### src/rtl/cubemap_to_spheremap_address_assert.svh
// Assertion macros for the cube map to sphere map address block.
// No dependencies; included by the files that carry assertions.
`ifndef CUBEMAP_TO_SPHEREMAP_ADDRESS_ASSERT_SVH
`define CUBEMAP_TO_SPHEREMAP_ADDRESS_ASSERT_SVH

// antecedent implies consequent in the same cycle
`define C2S_ASSERT_IMPL(label, clk, rst_n, ante, cons, msg) \
    label: assert property (@(posedge clk) disable iff (!rst_n) (ante) |-> (cons)) \
        else $error(msg);

// antecedent implies consequent a fixed number of cycles later
`define C2S_ASSERT_DELAY(label, clk, rst_n, ante, n, cons, msg) \
    label: assert property (@(posedge clk) disable iff (!rst_n) (ante) |-> ##n (cons)) \
        else $error(msg);

`endif

### src/rtl/c2s_pkg.sv
// Shared types and constants of the cube map to sphere map address block.
// No dependencies.
package c2s_pkg;

    localparam int QB      = 17;     // quotient and root bits (Q16 magnitude up to 1.0)
    localparam int RW      = 18;     // magnitude width of reflection components
    localparam int RADW    = 33;     // radicand width, up to 2^32
    localparam int ONE_Q16 = 65536;

    typedef enum logic [2:0] {
        FACE_NEG_X = 3'd0,
        FACE_POS_X = 3'd1,
        FACE_NEG_Y = 3'd2,
        FACE_POS_Y = 3'd3,
        FACE_POS_Z = 3'd4,
        FACE_NEG_Z = 3'd5
    } face_t;

    typedef struct packed {
        logic valid;
        logic oor;
        logic sx_neg;
        logic sy_neg;
    } pre_t;

    typedef struct packed {
        logic          valid;
        logic          hit;
        logic          sx_neg;
        logic          sy_neg;
        logic [QB-1:0] s_mag;
        logic [QB-1:0] t_mag;
    } disc_t;

    typedef struct packed {
        logic valid;
        logic hit;
        logic rx_neg;
        logic ry_neg;
        logic rz_neg;
        logic rz_pos;
    } refl_t;

    typedef struct packed {
        logic  valid;
        logic  hit;
        face_t face;
        logic  qx_neg;
        logic  qy_neg;
        logic  zero;
    } face_sel_t;

endpackage

### src/rtl/c2s_sqrt.sv
// Pipelined bitwise integer square root of a 33-bit radicand, one step per stage.
// Uses c2s_pkg.
module c2s_sqrt (
    input  logic                     clk,
    input  logic [c2s_pkg::RADW-1:0] rad,
    output logic [c2s_pkg::QB-1:0]   root
);
    import c2s_pkg::*;

    logic [RADW:0] val_reg [QB];
    logic [RADW:0] res_reg [QB];

    for (genvar k = 0; k < QB; k++)
    begin : g_step
        localparam logic [RADW:0] BITV = (RADW+1)'(1) << (2 * (QB - 1 - k));
        logic [RADW:0] val_in;
        logic [RADW:0] res_in;
        logic [RADW:0] trial;
        logic          take;
        logic [RADW:0] val_next;
        logic [RADW:0] res_next;

        if (k == 0)
        begin : g_first
            assign val_in = {1'b0, rad};
            assign res_in = '0;
        end
        else
        begin : g_rest
            assign val_in = val_reg[k-1];
            assign res_in = res_reg[k-1];
        end

        assign trial    = res_in + BITV;
        assign take     = val_in >= trial;
        assign val_next = take ? val_in - trial : val_in;
        assign res_next = take ? (res_in >> 1) + BITV : res_in >> 1;

        always_ff @(posedge clk)
        begin
            val_reg[k] <= val_next;
            res_reg[k] <= res_next;
        end
    end

    assign root = res_reg[QB-1][QB-1:0];

endmodule
### config.mk
export PLATFORM = sky130hd
export DESIGN_NAME = c2s_sqrt
export DESIGN_NICKNAME = d
export VERILOG_FILES = /design/src/rtl/cubemap_to_spheremap_address_assert.svh /design/src/rtl/c2s_pkg.sv /design/src/rtl/c2s_sqrt.sv
export SDC_FILE = /design/constraint.sdc
export NUM_CORES = 1
export LEC_CHECK = 0
export BUFFER_PORTS_ARGS = -buffer_cell sky130_fd_sc_hd__buf_2
export CAP_MARGIN = 20
export CELL_PAD_IN_SITES_DETAIL_PLACEMENT = 1
export CELL_PAD_IN_SITES_GLOBAL_PLACEMENT = 1
export CORE_UTILIZATION = 50
export CTS_CLUSTER_SIZE = 20
export DETAILED_ROUTE_END_ITERATION = 10
export GPL_TIMING_DRIVEN = 0
export PLACE_DENSITY = 0.87
export SYNTH_ARGS = -nofsm -noshare
export SYNTH_HDL_FRONTEND = slang
export SYNTH_SLANG_ARGS = --single-unit
### constraint.sdc
create_clock -name clk -period 3.8 [get_ports clk]
set_input_delay 0.57 -clock clk [delete_from_list [all_inputs] [get_ports clk]]
set_output_delay 0.57 -clock clk [all_outputs]
set_load 0.005 [all_outputs]
# Word level (Yosys, flattened, before mapping)
# Memory sizes are Yosys's and may differ from the RTL's.
# Cells that the tools add are included.
[word_totals]
ff_bits = 0
out_inout_bits = 17
memories = 2
ramBits = 1156
wordCells = 102
[classes]
muxes = 34
order_cmp = 17
addsub = 49
[mem_list]
columns = ["memory", "depth", "word_bits", "read_ports", "rd_clocked_by_memory_dff", "write_ports", "line_no", "rtl"]
rows = [
  ["res_reg", 17, 34, 17, 0, 17, "c2s_sqrt.sv:11", "logic [RADW:0] res_reg [QB];"],
  ["val_reg", 17, 34, 16, 0, 17, "c2s_sqrt.sv:10", "logic [RADW:0] val_reg [QB];"],
]
[ops]
columns = ["op", "count"]
rows = [
  ["$mux W34", 33],
  ["$ge A34 B34 Y1", 16],
  ["$sub A34 B34 Y34", 16],
  ["$add A33 B1 Y34 const B", 1],
  ["$add A33 B11 Y34 const B", 1],
  ["$add A33 B13 Y34 const B", 1],
  ["$add A33 B15 Y34 const B", 1],
  ["$add A33 B17 Y34 const B", 1],
  ["$add A33 B19 Y34 const B", 1],
  ["$add A33 B21 Y34 const B", 1],
  ["$add A33 B23 Y34 const B", 1],
  ["$add A33 B25 Y34 const B", 1],
  ["$add A33 B27 Y34 const B", 1],
  ["$add A33 B29 Y34 const B", 1],
  ["$add A33 B3 Y34 const B", 1],
  ["$add A33 B31 Y34 const B", 1],
  ["$add A33 B5 Y34 const B", 1],
  ["$add A33 B7 Y34 const B", 1],
  ["$add A33 B9 Y34 const B", 1],
  ["$add A34 B1 Y34 const B", 1],
  ["$add A34 B11 Y34 const B", 1],
  ["$add A34 B13 Y34 const B", 1],
  ["$add A34 B15 Y34 const B", 1],
  ["$add A34 B17 Y34 const B", 1],
  ["other kinds (14)", 14],
]

# Longest topological paths before layout
# Gate-level depths: netlist of run 1.
# An unclocked memory read counts as a cell.
[logic_depth]
ltp_word = 4
depth_mapped = 12
ltp_nobuf = 10

# Worst setup path after synthesis of run 1
# No wires, ideal clock.
[synth_timing]
path_kind = "flip-flop to flip-flop"
startpoint = "memory res_reg[14][15] (netlist bit)"
endpoint = "memory val_reg[0][525] (netlist bit)"
arrival_ns = 2.801
stages_incl_launch_ff = 12
t_required_ns = 3.679
setup_time_ns = 0.121
path_buffers = 3
setup_slack_ns = 0.878
cell_sequence = "dfxtp_1 -> inv_1 -> ha_1 -> clkbuf_1 -> nand2_1 -> or4_1 -> o22a_1 -> a21oi_1 -> or2_2 -> clkbuf_1 -> buf_2 -> mux2_2"
[synth_lines]
columns = ["element", "line_no"]
rows = [
  ["start, declared", "c2s_sqrt.sv:11"],
  ["end, declared", "c2s_sqrt.sv:10"],
]

==> results.yml, run 1 <==
layout:
  fin_cells: 3457
  nets: 2921
  fillers: 5545
  largest_reg_flops: 544
  layout-drive-gt1-share_pct: 9.36
  area_growth_pct: 13.9
  n_antenna_cell: 0
timing:
  finalSetupTns_ns: 0
  worstMarginPinSlew_ns: 0.996
  rsz0062_at_grt: "false"
  relSlewSlack_pct: 33.0
  setup_slack_ns: 0.148
  hold_slack_ns: 0.0223
  setup_viol: 0
  slew_viol_final: 0
  timing.final.crit_share_pct: 96.1
  period_needed_ns: 3.65
  fin_skew_ns: 0.0447
  clock.fmax_mhz: 274
  finalHoldViolations: 0
synthesis:
  synthFlopType: "dfxtp_1"
  ys_ff_latch: 697
  synth_area_sq_mm: 0.0265
  ys_seq_area_share_pct: 52.7
  synthDistinctLibCells: 83
  ys_warn_count: 0
  ys_top_cells_by_area: "dfxtp_1 53%, ha_1 7.9%, xnor2_1 4.4%"
  synth_top_area_share_pct: 52.7
  synth_edf_count: 0
  yosys.area.top_type: "dfxtp_1"
  syn_avg_cell_area_sq_um: 10.2
  synth_cells: 2596
  async_flop_share_pct: 0
worst_hold_path:
  hp-class: "in -> reg"
worst_setup_path:
  cp_common_cell: "o31a_1"
  worstPathCellList: "inv_1, ha_1, nor2b_1, o31a_1, o31a_1, o21ai_0, nor4b_4, inv_2, clkbuf_1, a21oi_1"
  max_stage_delay_ns: 0.62
  slowest_stage: "nor4b_4"
  required_ns: 4.32
  start_kind: "flop"
  cp_top_family: "compound AO/OA/AOI/OAI gates"
  endpoint_kind: "flop"
  cp_max_fo: 10
  critPathKind: "reg -> reg"
  crit_buf_inv: 3
  critPathArrivalTime_ns: 4.17
clocking:
  htreeDepth: 3
  clock_path_buffers: 3
  cts.clk_slew.worst_paths_ns: 0.07
  clock_tree.root_cell: "clkbuf_16"
  clk_latency_ns: 0.65
  cts_tree: "done"
  clock_sinks: 697
  cts_setup_buffers: 0
  cts_buffers: 71
pwr:
  p_sw_uw: 8860
  seqPwrFrac_pct: 41.8
  power.leakage_uw: 0.0135
  internal_power_uw: 16500
  powerDensity_mw_per_mm2: 841
  total_power_uw: 25300
  switching_share_pct: 35.0
  ir_worst_vdd_uv: 606
  clkPwrFrac_pct: 29.9
  power_frac_comb_pct: 28.4
floorplan:
  fp.dieH_microns: 232
  fp.dieW_microns: 232
  pin_count: 51
  die_area_sq_mm: 0.0538
  start_util_pct: 51.1
  rows: 83
  core_region_area_sq_mm: 0.0518
route:
  wl_microns: 83200
  vias: 20300
  vias_per_cell: 5.88
  drc: 0
  avgRoutedWirePerCell_microns: 24.1
  postRouteAntennaNets: 0
  drt-pass1-iter-count: 7
  drtIter0Drc: 1213
global_routing:
  grt-ovfl-total: 0
  grt_max_degree: 16
  antenna_found_initial: 0
  grt_pass1_wl_microns: 129000
  track_usage_pct: 30.9
  grt_pass1_vias: 22400
placement:
  dp_cells: 3327
  dpl.hpwl_microns: 53300
  io_buffers: 49
  place_congestion: 0.915
  place_ws_ns: -0.0405
run:
  maxCapViolCount: 0
status:
  status: "complete, no violations"
==> metal layers <==
layer	share of wire [%]	GRT usage, %	wire, microns
met1	39	33.5	32700
met2	52	57.3	42900
met3	3.8	5.13	3180
met4	5.3	16.1	4370
met5	0	0	0
==> cell usage in the layout (no fill, tap or decap), types with 13 or more instances in the layout <==
cell	count
nand2_1	150
a21oi_1	126
xnor2_1	133
or4_1	13
nor3_1	83
inv_1	196
and2_1	13
nand4_1	43
a21o_1	32
ha_1	166
a211oi_1	20
xor2_1	82
nand3_1	50
o21a_1	41
nand2b_1	31
nor4_1	79
clkbuf_8	14
buf_2	51
o31ai_1	17
o211ai_1	18
mux2_2	46
clkinv_2	14
nor2_1	159
or3_1	22
nor2b_1	23
or2_2	13
dfxtp_1	697
nor4b_1	13
clkbuf_16	72
clkbuf_1	50
o21ai_0	113
==> worst reg2reg max path, cell delays in order (launching register included) <==
cell and delay [ns]:
dfxtp_1 0.38, inv_1 0.07, ha_1 0.36, nor2b_1 0.20, o31a_1 0.30, o31a_1 0.31
o21ai_0 0.45, nor4b_4 0.62, inv_2 0.16, clkbuf_1 0.32, a21oi_1 0.39
==> power groups by stage <==
stage,sequential [uW],clock [uW],combinational (uW)
6_report,10600,7570,7180
5_1_grt,10700,7900,7830
4_1_cts,10500,7640,7090
3_5_place_dp,10600,0,6740
3_3_place_gp,10500,0,6390
2_1_floorplan,10000,0,5210
==> cell usage after synthesis (13+ instances only) <==
cell type and instances:
xor2_1 82, and2_1 13, or2_2 13, nor4b_1 13, or3_1 22, nand3_1 50
o211ai_1 18, o21ai_0 113, nor2_1 160, inv_1 196, a21o_1 32, dfxtp_1 697
nand2_1 150, nand2b_1 31, clkbuf_1 41, nor4_1 81, xnor2_1 133, mux2_2 46
a211oi_1 20, a21oi_1 126, nor2b_1 23, or4_1 13, ha_1 166, o31ai_1 17
nand4_1 43, nor3_1 83, o21a_1 41
==> metrics by stage <==
step                cell area [sq um]  util (%)
floorplan                       26500         -
global placement                27600      53.2
detailed placement              27600      53.2
CTS                             30100      58.1
global route                    30100      58.1
finish                          30100      58.1
==> area by class of cell <==
type / count / area [sq um] / area share, %
Timing Repair Buffer: 52 / 273 / 0.906
Multi-Input combinational cell: 1655 / 11600 / 38.5
Sequential cell: 697 / 14000 / 46.3
Clock inverter: 33 / 485 / 1.61
Tap cell: 680 / 851 / 2.82
Clock buffer: 96 / 2030 / 6.75
Buffer: 45 / 179 / 0.594
Inverter: 199 / 747 / 2.48
==> timing repair <==
action                                  CTS  global route
endpoints found under the setup margin    3            26
resized for setup                         1             3
hold buffers                              2             0
hold endpoints to repair                  2             0
==> cells by family (layout without fill, tap and decap cells) <==
group / count (synthesis) / in the layout / synth area share [%]
AO/OA/AOI/OAI: 451 / 451 / 10.8
XOR/XNOR: 215 / 215 / 7.12
adder cells (fa/ha/maj): 166 / 166 / 7.85
buffers and inverters: 245 / 425 / 3.51
flip-flops: 697 / 697 / 52.7
multiplexers: 63 / 63 / 2.73
other: 1 / 2 / 0.0142
AND/OR/NAND/NOR: 758 / 758 / 15.2
==> worst paths after layout <==
kind                   startpoint               to  slack [ns]  cells past startpoint
hold / removal             rad[1]    val_reg[0][1]        0.02                      1
setup reg to reg   res_reg[9][14]  val_reg[0][353]        0.15                     10
setup / recovery   res_reg[9][14]  val_reg[0][353]        0.15                     10
hold reg to reg   val_reg[0][274]  val_reg[0][308]        0.34                      0
(Power assumes the default switching activity.)
==> run 2: changes to the inputs <==
Settings changed: CTS_BUF_LIST from default to sky130_fd_sc_hd__clkbuf_8, CTS_CLUSTER_SIZE 20 to 25.
==> run 2 against run 1 <==
Against the previous run:
- global-route usage up 3.5 points
- non-clock buffer count rose by 31
- hold slack better by 0.32 ns
- maximum frequency up 0.52%
- largest cell class unchanged
- largest power group unchanged
==> results.yml, run 2 (same netlist as run 1, synthesis figures left out) <==
status:
  status: "complete, no violations"
timing:
  finalHoldViolations: 0
  fin_skew_ns: 0.0667
  clock.fmax_mhz: 275
  slew_viol_final: 0
  relSlewSlack_pct: 32.8
  timing.final.crit_share_pct: 95.6
  worstMarginPinSlew_ns: 0.999
  setup_viol: 0
  period_needed_ns: 3.63
worst_setup_path:
  critPathArrivalTime_ns: 4.24
  reg2reg_depth: 8
  start_kind: "flop"
  cp_top_family: "compound AO/OA/AOI/OAI gates"
  critPathKind: "reg -> reg"
  required_ns: 4.41
  worstPathCellList: "inv_1, ha_1, or4b_2, nor4_1, a41oi_1, o2111a_1, clkbuf_1, o31ai_1"
  endpoint_kind: "flop"
  r2r-end: "val_reg[0][292]"
  cp_max_fo: 10
  reg2reg_from: "res_reg[7][18]"
  regToRegSetupSlack_ns: 0.17
  slowest_stage: "or4b_2"
  crit_buf_inv: 2
  max_stage_delay_ns: 0.68
clocking:
  cts_tree: "done"
  clock_tree.root_cell: "clkbuf_8"
  cts_setup_buffers: 0
  htreeDepth: 3
  clock_path_buffers: 3
  cts.clk_slew.worst_paths_ns: 0.08
  cts_buffers: 108
  clk_latency_ns: 0.77
  clock_sinks: 697
global_routing:
  grt_pass1_wl_microns: 141000
  track_usage_pct: 34.4
  grt-ovfl-total: 0
  grt_pass1_vias: 23500
  antenna_found_initial: 2
  grt_max_degree: 19
layout:
  area_growth_pct: 15.1
  utilization_pct: 58.7
  stdcell_area_sq_mm: 0.0304
  nets: 2989
  largest_reg_flops: 544
  layout-drive-gt1-share_pct: 10.9
  final_common_cell: "dfxtp_1"
  final_cell_mix: "697 x dfxtp_1, 225 x inv_1, 166 x ha_1, 159 x nor2_1, 150 x nand2_1"
  fillers: 5561
placement:
  place_congestion: 0.915
  io_buffers: 49
  dpl.hpwl_microns: 53300
  place_area_sq_mm: 0.0276
floorplan:
  fp.dieH_microns: 232
  core_region_area_sq_mm: 0.0518
  start_util_pct: 51.1
  pin_count: 51
  rows: 83
  die_area_sq_mm: 0.0538
  fp.dieW_microns: 232
pwr:
  ir_worst_vdd_uv: 720
  powerDensity_mw_per_mm2: 838
  power.leakage_uw: 0.0138
  total_power_uw: 25500
route:
  drtIter0Drc: 1324
  drc: 0
  avgRoutedWirePerCell_microns: 26.0
  postRouteAntennaNets: 0
  wl_microns: 92500
  vias_per_cell: 6.01
  drt-pass1-iter-count: 6
  vias: 21400
worst_hold_path:
  min_path_cells: 0
  hp-class: "reg -> reg"
  min_to: "res_reg[7][24]"
  hold_start: "res_reg[6][25]"
run:
  maxCapViolCount: 0
-- run 2: cell types whose count changed in the layout (fill, tap and decap cells not counted), moves of 2 or more --
cell and delta:
dlygate4sd3_1 +31, clkinv_8 -2, clkbuf_1 -10, clkinvlp_4 +3, clkinv_4 -4, inv_1 +29
clkbuf_8 +123, bufinv_16 +2, inv_12 +2, clkbuf_16 -72
-- run 2: how the worst max path moves through the flow --
stage	from	endpoint	slack [ns]	depth (start not counted)
after detailed placement	res_reg[14][13]	val_reg[0][525]	-0.04	11
after global routing	res_reg[9][21]	val_reg[0][354]	-0.01	12
after CTS	res_reg[9][14]	val_reg[0][354]	0.06	11
after floorplan	res_reg[14][15]	val_reg[0][525]	0.88	11
after global placement	res_reg[14][13]	val_reg[0][525]	-0.008	11
final	res_reg[7][18]	val_reg[0][292]	0.17	8
-- run 2: final cells by class --
cell class                      instances  area [sq um]  share of cell area, %
Multi-Input combinational cell       1655         11600                   38.1
Sequential cell                       697         14000                   45.8
Inverter                              199           747                   2.45
Clock buffer                          137          1890                   6.19
Clock inverter                         64           632                   2.08
Timing Repair Buffer                   83           583                   1.92
Buffer                                 45           179                  0.588
Tap cell                              680           851                   2.79
Antenna cell                            1          2.50                0.00822
-- run 2: per-stage QoR --
step / TNS (ns) / hold slack (ns) / cells / setup WS (ns)
3_3_place_gp: -0.00781 / 0.330 / 3326 / -0.00781
3_5_place_dp: -0.0749 / 0.332 / 3327 / -0.0405
5_1_grt: -0.0105 / 0.338 / 3560 / -0.0105
4_1_cts: 0 / 0.335 / 3561 / 0.0552
2_1_floorplan: 0 / 0.322 / 2597 / 0.878
6_report: 0 / 0.338 / 3561 / 0.167
-- run 2: worst reg2reg max path, delay by kind of cell (launching register included) --
kind,cells,cell delay (ns)
AOI/OAI and AO/OA,3,1.36
and+or+nand+nor,2,1.01
adders and majority gates,1,0.43
DFF,1,0.34
buffers and inverters,2,0.34
-- run 2: timing repair --
item,4_1_cts,5_1_grt
endpoints found under the hold margin,33,0
hold buffers,33,0
resized for setup,2,3
endpoints found under the setup margin,12,26
-- run 2: per-layer routing --
layer	part of all wire (%)	track usage [%]	wire length, microns
met1	37	35.9	34100
met2	50	60.6	46100
met3	5.7	7.65	5240
met4	7.7	24.9	7100
met5	0.024	0	22
-- run 2: report_power, final --
part	switching (uW)	internal (uW)	total [uW]
Clock	3420	3990	7410
Sequential	1590	9050	10600
Combinational	4380	3080	7460
Total	9390	16100	25500
