**src/rtl/cubemap_to_spheremap_address_assert.svh**
```systemverilog
// Assertion macros for the cube map to sphere map address block.
// No dependencies; included by the files that carry assertions.
`ifndef CUBEMAP_TO_SPHEREMAP_ADDRESS_ASSERT_SVH
`define CUBEMAP_TO_SPHEREMAP_ADDRESS_ASSERT_SVH

// antecedent implies consequent in the same cycle
`define C2S_ASSERT_IMPL(label, clk, rst_n, ante, cons, msg) \
    label: assert property (@(posedge clk) disable iff (!rst_n) (ante) |-> (cons)) \
        else $error(msg);

// antecedent implies consequent a fixed number of cycles later
`define C2S_ASSERT_DELAY(label, clk, rst_n, ante, n, cons, msg) \
    label: assert property (@(posedge clk) disable iff (!rst_n) (ante) |-> ##n (cons)) \
        else $error(msg);

`endif

```
**src/rtl/c2s_pkg.sv**
```systemverilog
// Shared types and constants of the cube map to sphere map address block.
// No dependencies.
package c2s_pkg;

    localparam int QB      = 17;     // quotient and root bits (Q16 magnitude up to 1.0)
    localparam int RW      = 18;     // magnitude width of reflection components
    localparam int RADW    = 33;     // radicand width, up to 2^32
    localparam int ONE_Q16 = 65536;

    typedef enum logic [2:0] {
        FACE_NEG_X = 3'd0,
        FACE_POS_X = 3'd1,
        FACE_NEG_Y = 3'd2,
        FACE_POS_Y = 3'd3,
        FACE_POS_Z = 3'd4,
        FACE_NEG_Z = 3'd5
    } face_t;

    typedef struct packed {
        logic valid;
        logic oor;
        logic sx_neg;
        logic sy_neg;
    } pre_t;

    typedef struct packed {
        logic          valid;
        logic          hit;
        logic          sx_neg;
        logic          sy_neg;
        logic [QB-1:0] s_mag;
        logic [QB-1:0] t_mag;
    } disc_t;

    typedef struct packed {
        logic valid;
        logic hit;
        logic rx_neg;
        logic ry_neg;
        logic rz_neg;
        logic rz_pos;
    } refl_t;

    typedef struct packed {
        logic  valid;
        logic  hit;
        face_t face;
        logic  qx_neg;
        logic  qy_neg;
        logic  zero;
    } face_sel_t;

endpackage

```
**src/rtl/c2s_div.sv**
```systemverilog
// Pipelined restoring divider, one quotient bit per stage: (num << 16) / den.
// Requires num <= den so the quotient fits QB bits. Uses c2s_pkg.
module c2s_div #(
    parameter int DW = 12
) (
    input  logic                  clk,
    input  logic [DW-1:0]         num,
    input  logic [DW-1:0]         den,
    output logic [c2s_pkg::QB-1:0] quot
);
    import c2s_pkg::*;

    logic [DW-1:0] rem_reg  [QB];
    logic [DW-1:0] den_reg  [QB];
    logic [QB-1:0] quot_reg [QB];

    for (genvar k = 0; k < QB; k++)
    begin : g_step
        logic [DW-1:0] rem_in;
        logic [DW-1:0] den_in;
        logic [QB-1:0] quot_in;
        logic          bit_in;
        logic [DW:0]   cand;
        logic          take;
        logic [DW-1:0] rem_next;
        logic [QB-1:0] quot_next;

        if (k == 0)
        begin : g_first
            // top numerator bits are num itself; only num[0] lands in the quotient range
            assign rem_in  = num >> 1;
            assign den_in  = den;
            assign quot_in = '0;
            assign bit_in  = num[0];
        end
        else
        begin : g_rest
            assign rem_in  = rem_reg[k-1];
            assign den_in  = den_reg[k-1];
            assign quot_in = quot_reg[k-1];
            assign bit_in  = 1'b0;
        end

        assign cand      = {rem_in, bit_in};
        assign take      = cand >= {1'b0, den_in};
        assign rem_next  = take ? DW'(cand - {1'b0, den_in}) : DW'(cand);
        assign quot_next = quot_in | (take ? (QB'(1) << (QB - 1 - k)) : '0);

        always_ff @(posedge clk)
        begin
            rem_reg[k]  <= rem_next;
            den_reg[k]  <= den_in;
            quot_reg[k] <= quot_next;
        end
    end

    assign quot = quot_reg[QB-1];

endmodule

```
**config.mk**
```make
export PLATFORM = sky130hd
export DESIGN_NAME = c2s_div
export DESIGN_NICKNAME = d
export VERILOG_FILES = /design/src/rtl/cubemap_to_spheremap_address_assert.svh /design/src/rtl/c2s_pkg.sv /design/src/rtl/c2s_div.sv
export SDC_FILE = /design/constraint.sdc
export NUM_CORES = 1
export LEC_CHECK = 0
export BUFFER_PORTS_ARGS = -buffer_cell sky130_fd_sc_hd__buf_2
export CAP_MARGIN = 20
export CORE_MARGIN = 2
export CORE_UTILIZATION = 55
export CTS_CLUSTER_SIZE = 28
export DETAILED_ROUTE_END_ITERATION = 10
export PLACE_DENSITY = 0.74
export SYNTH_ARGS = -nofsm -noshare
export SYNTH_HDL_FRONTEND = slang
export SYNTH_SLANG_ARGS = --single-unit
export TNS_END_PERCENT = 30
```
**constraint.sdc**
```tcl
create_clock -name clk -period 2.5 [get_ports clk]
set_input_delay 0.5 -clock clk [delete_from_list [all_inputs] [get_ports clk]]
set_output_delay 0.5 -clock clk [all_outputs]
set_load 0.05 [all_outputs]
```
Yosys cells after proc, flatten, opt, wreduce, memory -nomap -nowiden
Memory sizes are Yosys's and may differ from the RTL's.
Index checks and enable logic that the tools add are counted.
{ "op_classes": {"add_sub_neg": 17, "magnitude_cmp": 17, "n_mux": 34, "bitwise": 16} }
{ "op_table": {"columns": ["operator", "count"], "rows": [
  ["12-bit two-way mux", 18],
  ["13-bit by 12-bit greater-or-equal comparator with 1-bit output", 16],
  ["12-bit subtractor", 17],
  ["17-bit OR", 3],
  ["17-bit two-way mux", 1],
  ["17-bit by 10-bit OR with 17-bit output", 1],
  ["17-bit by 11-bit OR with 17-bit output", 1],
  ["17-bit by 12-bit OR with 17-bit output", 1],
  ["17-bit by 13-bit OR with 17-bit output", 1],
  ["17-bit by 14-bit OR with 17-bit output", 1],
  ["17-bit by 15-bit OR with 17-bit output", 1],
  ["17-bit by 16-bit OR with 17-bit output", 1],
  ["17-bit by 4-bit OR with 17-bit output", 1],
  ["17-bit by 5-bit OR with 17-bit output", 1],
  ["17-bit by 6-bit OR with 17-bit output", 1],
  ["17-bit by 7-bit OR with 17-bit output", 1],
  ["17-bit by 8-bit OR with 17-bit output", 1],
  ["17-bit by 9-bit OR with 17-bit output", 1],
  ["16-bit two-way mux", 1],
  ["15-bit two-way mux", 1],
  ["14-bit two-way mux", 1],
  ["13-bit two-way mux", 1],
  ["12-bit greater-or-equal comparator", 1],
  ["11-bit two-way mux", 1],
  ["10 further kinds", 10]
]} }
{ "word_totals": {"reg_bits": 0, "mem_bits_rw": 697, "in_bits": 25, "output_inout_bits": 17, "elab_cells": 87, "mem_count": 3} }
{ "memory_table": {"columns": ["memory", "depth", "width", "rd", "rd_clocked_by_memory_dff", "wr", "line_no", "source"], "rows": [
  ["quot_reg", 17, 17, 17, 0, 17, "c2s_div.sv:15", "logic [QB-1:0] quot_reg [QB];"],
  ["den_reg", 17, 12, 16, 0, 17, "c2s_div.sv:14", "logic [DW-1:0] den_reg [QB];"],
  ["rem_reg", 17, 12, 16, 0, 17, "c2s_div.sv:13", "logic [DW-1:0] rem_reg [QB];"]
]} }

Longest topological paths before layout
Gate-level depths: netlist of run 1.
An unclocked memory read counts as a cell.
{ "logic_depth": {"ltp_word": 4, "mapped_depth": 11} }

Worst setup path after synthesis of run 1
Ideal clock, no wire load.
{ "synth_path": {"path_type": "input -> register", "start": "in num[0]", "end": "mem rem_reg[0][9]", "t_arrival_ns": 2.347, "slack_ns": 0.037, "stages": 11, "cell_sequence": "inv_1 ha_1 fa_1 nor2b_1 o21ai_0 a31oi_1 o211ai_1 a21oi_1 buf_2 o211ai_1 o22a_1"} }
{ "synth_lines": {"columns": ["item", "line_no", "source"], "rows": [
  ["start: declaration", "c2s_div.sv:7", "input logic [DW-1:0] num,"],
  ["end: declaration", "c2s_div.sv:13", null]
]} }

==> metrics.md, run 1 <==
| Metric | Value |
|---|---|
| Seq pwr share | 0.338 |
| # setup viols final | 0 |
| Ys Warns | 0 |
| Clock Sinks | 537 |
| Area Growth Syn to Fin | 15.4% |
| Syn nets | 2481 |
| WL/cell | 14.8 µm |
| 1st-pass router iterations | 5 |
| Clock latency at the later pin of the worst-skew pair | 0.59 ns |
| CTS tree | done |
| Register clock-pin slew on the reported worst setup and hold paths | 0.06 ns |
| Max incr delay on CP | 0.33 ns |
| Critical-path cell list | inv_2 > ha_4 > nor2b_1 > o21a_1 > o211ai_1 > a31oi_2 > a211oi_2 > a211o_1 > clkbuf_16 > mux2_2 |
| Switch Pwr | 13.4 mW |
| Fin crit share | 0.974 |
| CP Launch Type | flop |
| Share of the synthesized area in the top cell type | 0.475 |
| Area of the die | 0.0428 mm² |
| # IOs | 42 |
| First-pass GRT wire length | 73400 µm |
| Root Driver | clkbuf_16 |
| Internal power | 25.1 mW |
| Max stage delay cell, worst path | dfxtp_2 |
| Post-Synth Simple-Gate Area | 0.0967 |
| CTS max path bufs | 3 |
| Compound-Gate Fraction of Synth Area | 0.136 |
| Synth Area in Adders | 0.126 |
| Switching Fraction | 0.348 |
| Number of buffers created by CTS | 51 |
| Post-Synthesis Cells | 2237 |
| Slew HR | 0.525 |
| Worst Hold Path Cells | 1 |
| Post-DR vias/cell | 5.28 |
| Largest net degree at the start of global routing | 17 |
| Fillcell total | 3224 |
| Cell accounting for the most synthesized area | dfxtp_1 |
| Synth area leaders | dfxtp_1 48%, ha_1 11%, mux2_2 5.5% |
| Clk network pwr share | 0.201 |
| Pins Over Slew Limit | 0 |
| Register bit total from synthesis | between 500 and 600 |
| Most common library cells after synthesis | 537 x dfxtp_1, 272 x inv_1, 203 x ha_1, 141 x nor2_1, 127 x a21oi_1 |
| Status | finished clean |
| Post-route design area | 0.0261 mm² |
| Worst reg2reg setup slack | between 0.06 and 0.07 ns |
| Via count | about 16k |
| Worst min path class | in2reg |
| NumNets Final | 2651 |
| Antenna Nets Post-Route | 0 |
| Max Cap Violations | 0 |
| RSZ-0062 raised after global routing | yes |
| Setup Skew | roughly 0.016 ns |
| Vias in the first global route | between 15k and 20k |
| Synthesized area per cell | approximately 10 µm² |
| Die H | 207 µm |
| Combinational power share | 0.461 |
| Post-synthesis cell area | 0.0226 mm² |
| Final Hold Viols | 0 |
| Main combinational cell family by area after synthesis | compound AO/OA/AOI/OAI gates |
| Ys async rst share | 0 |
| PwrDens | 1480 mW/mm² |
| Rows | 74 |
| Core footprint | 0.0407 mm² |
| Cells after DPL | 2877 |
| Grt total ovfl | 0 |
| Setup CP Type | reg2reg |
| # diodes | 0 |
| Share of layout cells above drive strength 1 | 0.164 |
| Final Wtd Congestion | 0.857 |
| Port buffer count | 41 |
| Post-synth EDFFs | 0 |
| Overall routing resource usage | 0.209 |
| Xor-xnor portion of the synthesized cell area | 0.0480 |
| Initial antenna violation count | 0 |
| Tmin final | 2.43 ns |
| Reg-to-Reg Start | den_reg[0][133] |
| Lkg Pwr | 12.3 nW |
| H-Tree Depth | 2 |
| Hold Path End | den_reg[0][0] |
| R2R Path End | rem_reg[0][152] |
| Post-DP HPWL | 33400 µm |
| Seq/Total Area, Yosys | 0.475 |
| Post-synthesis cell type count | between 70 and 80 |
| Cells on worst reg2reg path | 10 |
| Fmax | 411 MHz |
| Worst endpoint required time | 2.98 ns |
| Worst hold start | den[0] |
| Drt initial violations | between 600 and 700 |
| Peak VDD IR | 0.761 mV |
| Remaining DRCs | 0 |
| Critical path peak fanout | 6 |
| Dominant synthesized flop cell | dfxtp_1 |
| Multiplexer share of the synthesized area | 0.0666 |
| Drt total wl | 44100 µm |
| CP Data Arrival Time | 2.91 ns |
| Die span in x | 207 µm |
| Count leader, synth | dfxtp_1 |
| Final Instance Count excl. Fillers | 2980 |
| Setup crit end kind | flop |
| Worst Tran Pin Value | 0.694 ns |
| Placed cell areas | 0.0241 mm² |
| Initial Util | 0.555 |
## routing by layer
metal / vias up / routed length, µm / global-route usage
li1: 8016 / - / -
met2: 234 / 22700 / 0.394
met3: 110 / 1260 / 0.0294
met4: 0 / 1510 / 0.0854
met5: - / 0 / 0
met1: 7384 / 18600 / 0.236
## kinds of logic (layout without fill, tap and decap cells)
family | count (synthesis) | in the layout
AOI/OAI and AO/OA | 474 | 474
xor gates and xnor gates | 124 | 124
muxes | 133 | 133
DFF | 537 | 537
and+or+nand+nor | 454 | 454
buffers and inverters | 296 | 507
adders and majority gates | 219 | 219
## cells in the final DEF, fill, tap and decap left out, drive strengths merged, types with 45 or more instances in the layout
cell type / Yosys / layout
xor2: 69 / 69
clkbuf: 10 / 75
ha: 203 / 203
a21oi: 134 / 134
a21o: 45 / 45
nor2: 141 / 141
o21ai: 100 / 100
nand2: 98 / 98
dfxtp: 537 / 537
nor2b: 56 / 56
buf: 14 / 139
inv: 272 / 273
xnor2: 55 / 55
mux2: 119 / 119
## power groups by stage
stage | logic, mW | clock network, mW | registers (mW)
after floorplan | 12.8 | 0 | 13.0
after CTS | 17.2 | 7.95 | 13.1
after global routing | 19.7 | 8.28 | 13.3
final | 17.8 | 7.76 | 13.0
after global placement | 16.5 | 0 | 13.1
after detailed placement | 17.0 | 0 | 13.2
## worst max-delay path by stage
stage               slack, ns  depth (start not counted)         endpoint       startpoint
floorplan                0.04                         11    rem_reg[0][9]           num[0]
global placement        -0.13                         11    rem_reg[0][3]           num[0]
detailed placement      -0.15                         11    rem_reg[0][6]           num[0]
CTS                    0.0007                         10  rem_reg[0][154]  den_reg[0][133]
global route            -0.06                         10  rem_reg[0][152]  den_reg[0][133]
finish                   0.07                         10  rem_reg[0][152]  den_reg[0][133]
## what timing repair did
action,4_1_cts,5_1_grt
hold buffers,0,0
endpoints found under the hold margin,0,0
buffers inserted,0,6
endpoints found under the setup margin,31,119
gates cloned,0,3
resized for setup,5,48
pin swaps,1,12
## final cells by class
| class | count | area [µm²] | share of cell area |
|---|---|---|---|
| Clock inverter | 21 | 235 | 0.00901 |
| Tap cell | 532 | 666 | 0.0255 |
| Sequential cell | 537 | 10800 | 0.412 |
| Multi-Input combinational cell | 1404 | 10900 | 0.417 |
| Timing Repair Buffer | 141 | 1060 | 0.0407 |
| Clock buffer | 73 | 1480 | 0.0567 |
| Inverter | 272 | 1020 | 0.0391 |
## metrics by stage
step            util  hold WS (ns)  TNS [ns]  setup slack (ns)  total power, mW
3_3_place_gp   0.592         0.311    -0.652            -0.130             29.7
5_1_grt        0.641       0.00912    -0.327           -0.0573             41.3
4_1_cts        0.634       0.00223         0          0.000706             38.2
3_5_place_dp   0.592         0.312     -1.88            -0.152             30.2
6_report       0.641        0.0369         0            0.0662             38.5
2_1_floorplan      -         0.310         0            0.0367             25.8
## worst max-delay path: cells and delay by family (launching register included)
kind                       cells  cell delay (ns)
muxes                          1             0.32
and+or+nand+nor                1             0.12
buffers and inverters          2             0.24
adders and majority gates      1             0.21
AOI/OAI and AO/OA              5             1.10
DFF                            1             0.33
Note: power is estimated with default switching activity, not from simulation.
==> run 2: changes to the inputs <==
--- a/config.mk
+++ b/config.mk
@@ -5,7 +5,7 @@
 export SDC_FILE = /design/constraint.sdc
 export NUM_CORES = 1
 export LEC_CHECK = 0
-export BUFFER_PORTS_ARGS = -buffer_cell sky130_fd_sc_hd__buf_2
+export BUFFER_PORTS_ARGS = -buffer_cell sky130_fd_sc_hd__clkbuf_2
 export CAP_MARGIN = 20
 export CORE_MARGIN = 2
 export CORE_UTILIZATION = 55
==> run 2 against run 1 <==
  * Largest cell class unchanged
  * Critical path depth shrank 2
  * Register-to-register slack lost 0.03 ns
  * Sequential share of layout area shrank 0.29 points
  * Critical path type unchanged
  * Highest routed layer unchanged
  * Total power grew 1.4%
  * Routed wire length is essentially flat
  * Core utilization grew 0.42 points
  * Flip-flop and latch count is the same
  * Setup slack lost 0.029 ns
  * Count of clock-buffer cells in the layout shrank 5
==> metrics.md, run 2 (synthesized netlist as in run 1, its figures left out) <==
| Metric | Value |
|---|---|
| Combinational power share | 0.449 |
| Peak VDD IR | 0.738 mV |
| CTS max path bufs | 3 |
| Cells after DPL | 2881 |
| Min Hold Slack | 0.0331 ns |
| Share of layout cells above drive strength 1 | 0.167 |
| Lkg Pwr | 12.4 nW |
| # diodes | 0 |
| Die span in x | 207 µm |
| Drt initial violations | a little under 800 |
| Remaining DRCs | 0 |
| Placed cell areas | between 0.02 and 0.025 mm² |
| Cell family with most CP delay | compound AO/OA/AOI/OAI gates |
| Switch Pwr | approximately 14 mW |
| Die H | 207 µm |
| Largest net degree at the start of global routing | 17 |
| Clock latency at the later pin of the worst-skew pair | around 0.6 ns |
| Core footprint | 0.0407 mm² |
| Port buffer count | 41 |
| Seq pwr share | 0.333 |
| # IOs | between 40 and 50 |
| Switching Fraction | 0.346 |
| Tmin final | about 2.5 ns |
| Setup CP Type | reg2reg |
| Post-route design area | 0.0263 mm² |
| Worst min path class | in2reg |
| First-pass GRT wire length | between 70000 and 80000 µm |
| Fmax | slightly above 400 MHz |
| Status | finished clean |
| Clock Sinks | 537 |
| Fillcell total | 3201 |
| Critical path peak fanout | 12 |
| Grt total ovfl | 0 |
| Pins Over Slew Limit | 0 |
| Vias in the first global route | 15.8k |
| Max Cap Violations | 0 |
| PwrDens | 1490 mW/mm² |
| Total power | a little under 40 mW |
| WL/cell | about 15 µm |
| Number of buffers created by CTS | 54 |
| 1st-pass router iterations | 5 |
| Critical-path cell list | inv_1 > ha_1 > a2111oi_0 > nand2_1 > o31ai_1 > a21oi_4 > buf_12 > mux2_2 |
| Fin crit share | 0.985 |
| Buf/Inv on CP | 2 |
| Pre-CTS WS | -0.142 ns |
| Setup Skew | 0.0132 ns |
| Initial antenna violation count | 0 |
| RSZ-0062 raised after global routing | yes |
| Initial Util | 0.555 |
| Post-DR vias/cell | approximately 5.2 |
| CP Launch Type | flop |
| Leading cell type in the layout, fill and taps excluded | dfxtp_1 |
| Rows | 74 |
| Max stage delay cell, worst path | a2111oi_0 |
| Clk network pwr share | 0.218 |
| Worst Tran Pin Value | approximately 0.73 ns |
| Worst endpoint required time | 2.98 ns |
| Drt total wl | 44100 µm |
| NumNets Final | 2659 |
| Via count | 15.7k |
| Overall routing resource usage | 0.212 |
| CTS tree | done |
| Setup TNS | 0 ns |
| Final Wtd Congestion | 0.864 |
| PnR worst setup slack | 0.0373 ns |
| Core Util, Final | 0.645 |
| Antenna Nets Post-Route | 0 |
| Internal power | about 26 mW |
| Register clock-pin slew on the reported worst setup and hold paths | ~0.07 ns |
| Slew HR | 0.499 |
| Final Instance Count excl. Fillers | 2992 |
| Most frequent cells in the layout | 535 x dfxtp_1, 272 x inv_1, 200 x ha_1 |
| Area occupied by registers | 0.0108 mm² |
| Area Growth Syn to Fin | 16.2% |
| CP Data Arrival Time | slightly below 3 ns |
| Max incr delay on CP | 0.72 ns |
| Final Hold Viols | 0 |
| Area of the multi-input gates | 0.0109 mm² |
| Root Driver | clkbuf_16 |
| Post-DP HPWL | 33300 µm |
| Setup crit end kind | flop |
| H-Tree Depth | 2 |
| # setup viols final | 0 |
| Area of the die | 0.0428 mm² |
run 2: cell count changes in the layout (fill, tap and decap cells not counted), moves of 5 or more:
cell / change
buf_2: -41
clkbuf_2: +41
clkbuf_1: -5
bufinv_16: +5
run 2: path summary, 6_finish.rpt:
check / startpoint / to / slack, ns / depth (start not counted)
setup / recovery: den_reg[0][10] / rem_reg[0][16] / 0.04 / 8
hold / removal: den[3] / den_reg[0][3] / 0.03 / 1
setup reg to reg: den_reg[0][10] / rem_reg[0][16] / 0.04 / 8
hold reg to reg: quot_reg[12][9] / quot_reg[13][9] / 0.32 / 0
run 2: layout make-up:
class | instances | area share
clock buffers | 68 | 0.0565
inverters | 272 | 0.0388
multi-input cells | 1404 | 0.413
flip-flops and latches | 537 | 0.409
well taps | 532 | 0.0253
repair buffers | 146 | 0.0405
clock inverters | 33 | 0.0167
run 2: repair_timing:
item                                   in CTS  in global routing
setup endpoints to repair                  37                114
setup buffers                               0                  5
endpoints found under the hold margin       4                  0
resized for setup                           5                 46
cloned                                      0                  1
pin swaps                                   1                 11
hold buffers                                4                  0
run 2: routing by layer:
| layer | wire length (µm) | track usage | up-vias |
|---|---|---|---|
| li1 | - | - | 8018 |
| met1 | 18700 | 0.241 | 7311 |
| met2 | 22800 | 0.398 | 240 |
| met3 | 1390 | 0.0363 | 92 |
| met4 | 1230 | 0.0727 | 0 |
| met5 | 0 | 0 | - |
run 2: power by group through the flow:
stage	logic, mW	clock network (mW)	registers, mW
2_1_floorplan	12.8	0	13.0
6_report	17.6	8.51	13.0
4_1_cts	17.2	8.69	13.0
5_1_grt	19.6	9.06	13.3
3_3_place_gp	16.6	0	13.1
3_5_place_dp	17.0	0	13.2
run 2: worst register-to-register path: cells and delay by family, from the launching register on:
kind	cells	cell delay, ns
mux	1	0.27
compound gates	3	0.99
flops	1	0.36
simple gates	1	0.18
fa+ha+maj	1	0.34
buf+inv	2	0.23
==> run 3: changes to the inputs <==
--- a/config.mk
+++ b/config.mk
@@ -5,12 +5,13 @@
 export SDC_FILE = /design/constraint.sdc
 export NUM_CORES = 1
 export LEC_CHECK = 0
-export BUFFER_PORTS_ARGS = -buffer_cell sky130_fd_sc_hd__clkbuf_2
+export BUFFER_PORTS_ARGS = -buffer_cell sky130_fd_sc_hd__buf_2
 export CAP_MARGIN = 20
 export CORE_MARGIN = 2
 export CORE_UTILIZATION = 55
 export CTS_CLUSTER_SIZE = 28
 export DETAILED_ROUTE_END_ITERATION = 10
+export HOLD_SLACK_MARGIN = 0.05
 export PLACE_DENSITY = 0.74
 export SYNTH_ARGS = -nofsm -noshare
 export SYNTH_HDL_FRONTEND = slang
==> run 3 against run 2 <==
  * Non-clock buffer count increased by 6
  * First-iteration DRC count shrank 8.5%
  * Highest routed layer unchanged
  * Largest power group unchanged
  * Register-to-register slack gained 0.03 ns
  * Via count up 0.98%
  * Critical path type unchanged
  * Count of clock-buffer cells in the layout is 5 higher
  * Cell count barely moved
  * Sequential power barely moved
  * Clock skew up 0.0029 ns
  * Combinational power hardly changed
  * Critical path depth increased by 2
==> metrics.md, run 3 (synthesized netlist as in run 1, its figures left out) <==
| Metric | Value |
|---|---|
| Worst Hold Path Cells | 2 |
| Buf/Inv on CP | 2 |
| WL/cell | roughly 15 µm |
| Clock Sinks | 537 |
| Tmin final | between 2 and 2.5 ns |
| Cell family with most CP delay | compound AO/OA/AOI/OAI gates |
| Lkg Pwr | 12.3 nW |
| NumNets Final | 2662 |
| Area Growth Syn to Fin | 15.9% |
| Initial Util | 0.555 |
| Fillcell total | 3216 |
| Final Hold Viols | 0 |
| Leading cell type in the layout, fill and taps excluded | dfxtp_1 |
| Clock latency at the later pin of the worst-skew pair | 0.59 ns |
| CTS tree | done |
| Grt total ovfl | 0 |
| Setup CP Type | reg2reg |
| Number of buffers created by CTS | approximately 50 |
| # setup viols final | 0 |
| Final Wtd Congestion | 0.857 |
| Cells after DPL | roughly 2.9k |
| CP Launch Type | flop |
| Drt total wl | roughly 44000 µm |
| Slew HR | 0.524 |
| Cells on worst reg2reg path | 10 |
| # diodes | 0 |
| Pins Over Slew Limit | 0 |
| Status | finished clean |
| Post-DP HPWL | 33400 µm |
| Via count | 15.8k |
| Most frequent cells in the layout | 531 x dfxtp_1, 271 x inv_1, 198 x ha_1 |
| Post-DR vias/cell | 5.29 |
| Max incr delay on CP | 0.33 ns |
| Largest net degree at the start of global routing | 17 |
| Root Driver | clkbuf_16 |
| H-Tree Depth | 2 |
| CP Data Arrival Time | 2.92 ns |
| PwrDens | 1470 mW/mm² |
| Remaining DRCs | 0 |
| Vias in the first global route | 15.9k |
| Worst hold start | den[1] |
| Drt initial violations | 714 |
| Worst endpoint required time | between 2 and 3 ns |
| Rows | 74 |
| Setup Skew | 0.0161 ns |
| Die H | 207 µm |
| Max Cap Violations | 0 |
| Critical path peak fanout | 6 |
| Port buffer count | 41 |
| Area of the multi-input gates | ~0.011 mm² |
| Initial antenna violation count | 0 |
| Final Instance Count excl. Fillers | roughly 3k |
| Peak VDD IR | 0.762 mV |
| 1st-pass router iterations | 5 |
| Critical-path cell list | inv_2 > ha_4 > nor2b_1 > o21a_1 > o211ai_1 > a31oi_2 > a211oi_2 > a211o_1 > clkbuf_16 > mux2_2 |
| Register clock-pin slew on the reported worst setup and hold paths | 0.06 ns |
| Pre-CTS WS | -0.152 ns |
| PnR worst setup slack | 0.0653 ns |
| RSZ-0062 raised after global routing | yes |
| First-pass GRT wire length | 73600 µm |
| Overall routing resource usage | 0.210 |
| Antenna Nets Post-Route | 0 |
| Worst reg2reg setup slack | 0.07 ns |
| Fmax | between 400 and 500 MHz |
| Worst Tran Pin Value | approximately 0.7 ns |
| CTS max path bufs | 3 |
| Share of layout cells above drive strength 1 | 0.163 |
| Area occupied by registers | around 0.011 mm² |
| Fin crit share | 0.974 |
| # IOs | 42 |
| Core footprint | 0.0407 mm² |
| Die span in x | 207 µm |
| Setup crit end kind | flop |
| Max stage delay cell, worst path | dfxtp_2 |
| Reg-to-Reg Start | den_reg[0][133] |
| Hold Path End | den_reg[0][1] |
| Area of the die | ~0.043 mm² |
| R2R Path End | rem_reg[0][152] |
| Worst min path class | in2reg |
-- run 3: cell types whose count changed in the layout (fill, tap and decap cells not counted), moves of 5 or more --
cell	delta
buf_2	+41
clkbuf_2	-41
dlygate4sd3_1	+7
bufinv_16	-5
clkbuf_1	+5
-- run 3: worst max path at each step --
stage / startpoint / to / cells after the start / slack, ns
final: den_reg[0][133] / rem_reg[0][152] / 10 / 0.07
after global routing: den_reg[0][133] / rem_reg[0][152] / 10 / -0.06
after CTS: den_reg[0][133] / rem_reg[0][154] / 10 / 0.0007
after detailed placement: num[0] / rem_reg[0][6] / 11 / -0.15
after global placement: num[0] / rem_reg[0][3] / 11 / -0.13
after floorplan: num[0] / rem_reg[0][9] / 11 / 0.04
-- run 3: stage by stage --
step | utilization | TNS, ns | instance area (µm²) | power [mW] | hold WS, ns
floorplan | - | 0 | 22600 | 25.8 | 0.310
global placement | 0.592 | -0.652 | 24100 | 29.7 | 0.311
detailed placement | 0.592 | -1.88 | 24100 | 30.2 | 0.312
CTS | 0.637 | 0 | 26000 | 38.2 | 0.137
global route | 0.644 | -0.327 | 26200 | 41.3 | 0.156
finish | 0.644 | 0 | 26200 | 38.6 | 0.163
-- run 3: area by class of cell --
class / count / share of cell area
flip-flops and latches: 537 / 0.410
multi-input cells: 1404 / 0.415
repair buffers: 152 / 0.0448
clock inverters: 21 / 0.00897
inverters: 272 / 0.0389
clock buffers: 73 / 0.0564
well taps: 532 / 0.0254
-- run 3: per-layer routing --
| metal | share of wire | GRT usage | vias to the layer above |
|---|---|---|---|
| li1 | - | - | 8030 |
| met1 | 0.42 | 0.237 | 7430 |
| met2 | 0.52 | 0.395 | 243 |
| met3 | 0.028 | 0.0294 | 112 |
| met4 | 0.034 | 0.0861 | 0 |
| met5 | 0 | 0 | - |
-- run 3: timing repair --
item                                    4_1_cts  5_1_grt
endpoints found under the hold margin        11        0
pin swaps                                     1       12
buffers inserted                              0        6
cloned                                        0        3
endpoints found under the setup margin       31      120
gates resized for setup                       5       49
hold buffers                                 11        0
-- run 3: power breakdown --
group | switching [mW] | internal [mW] | leakage [nW]
clock network | 3.22 | 4.54 | 0.841
logic | 8.76 | 9.00 | 6.96
registers | 1.43 | 11.6 | 4.53
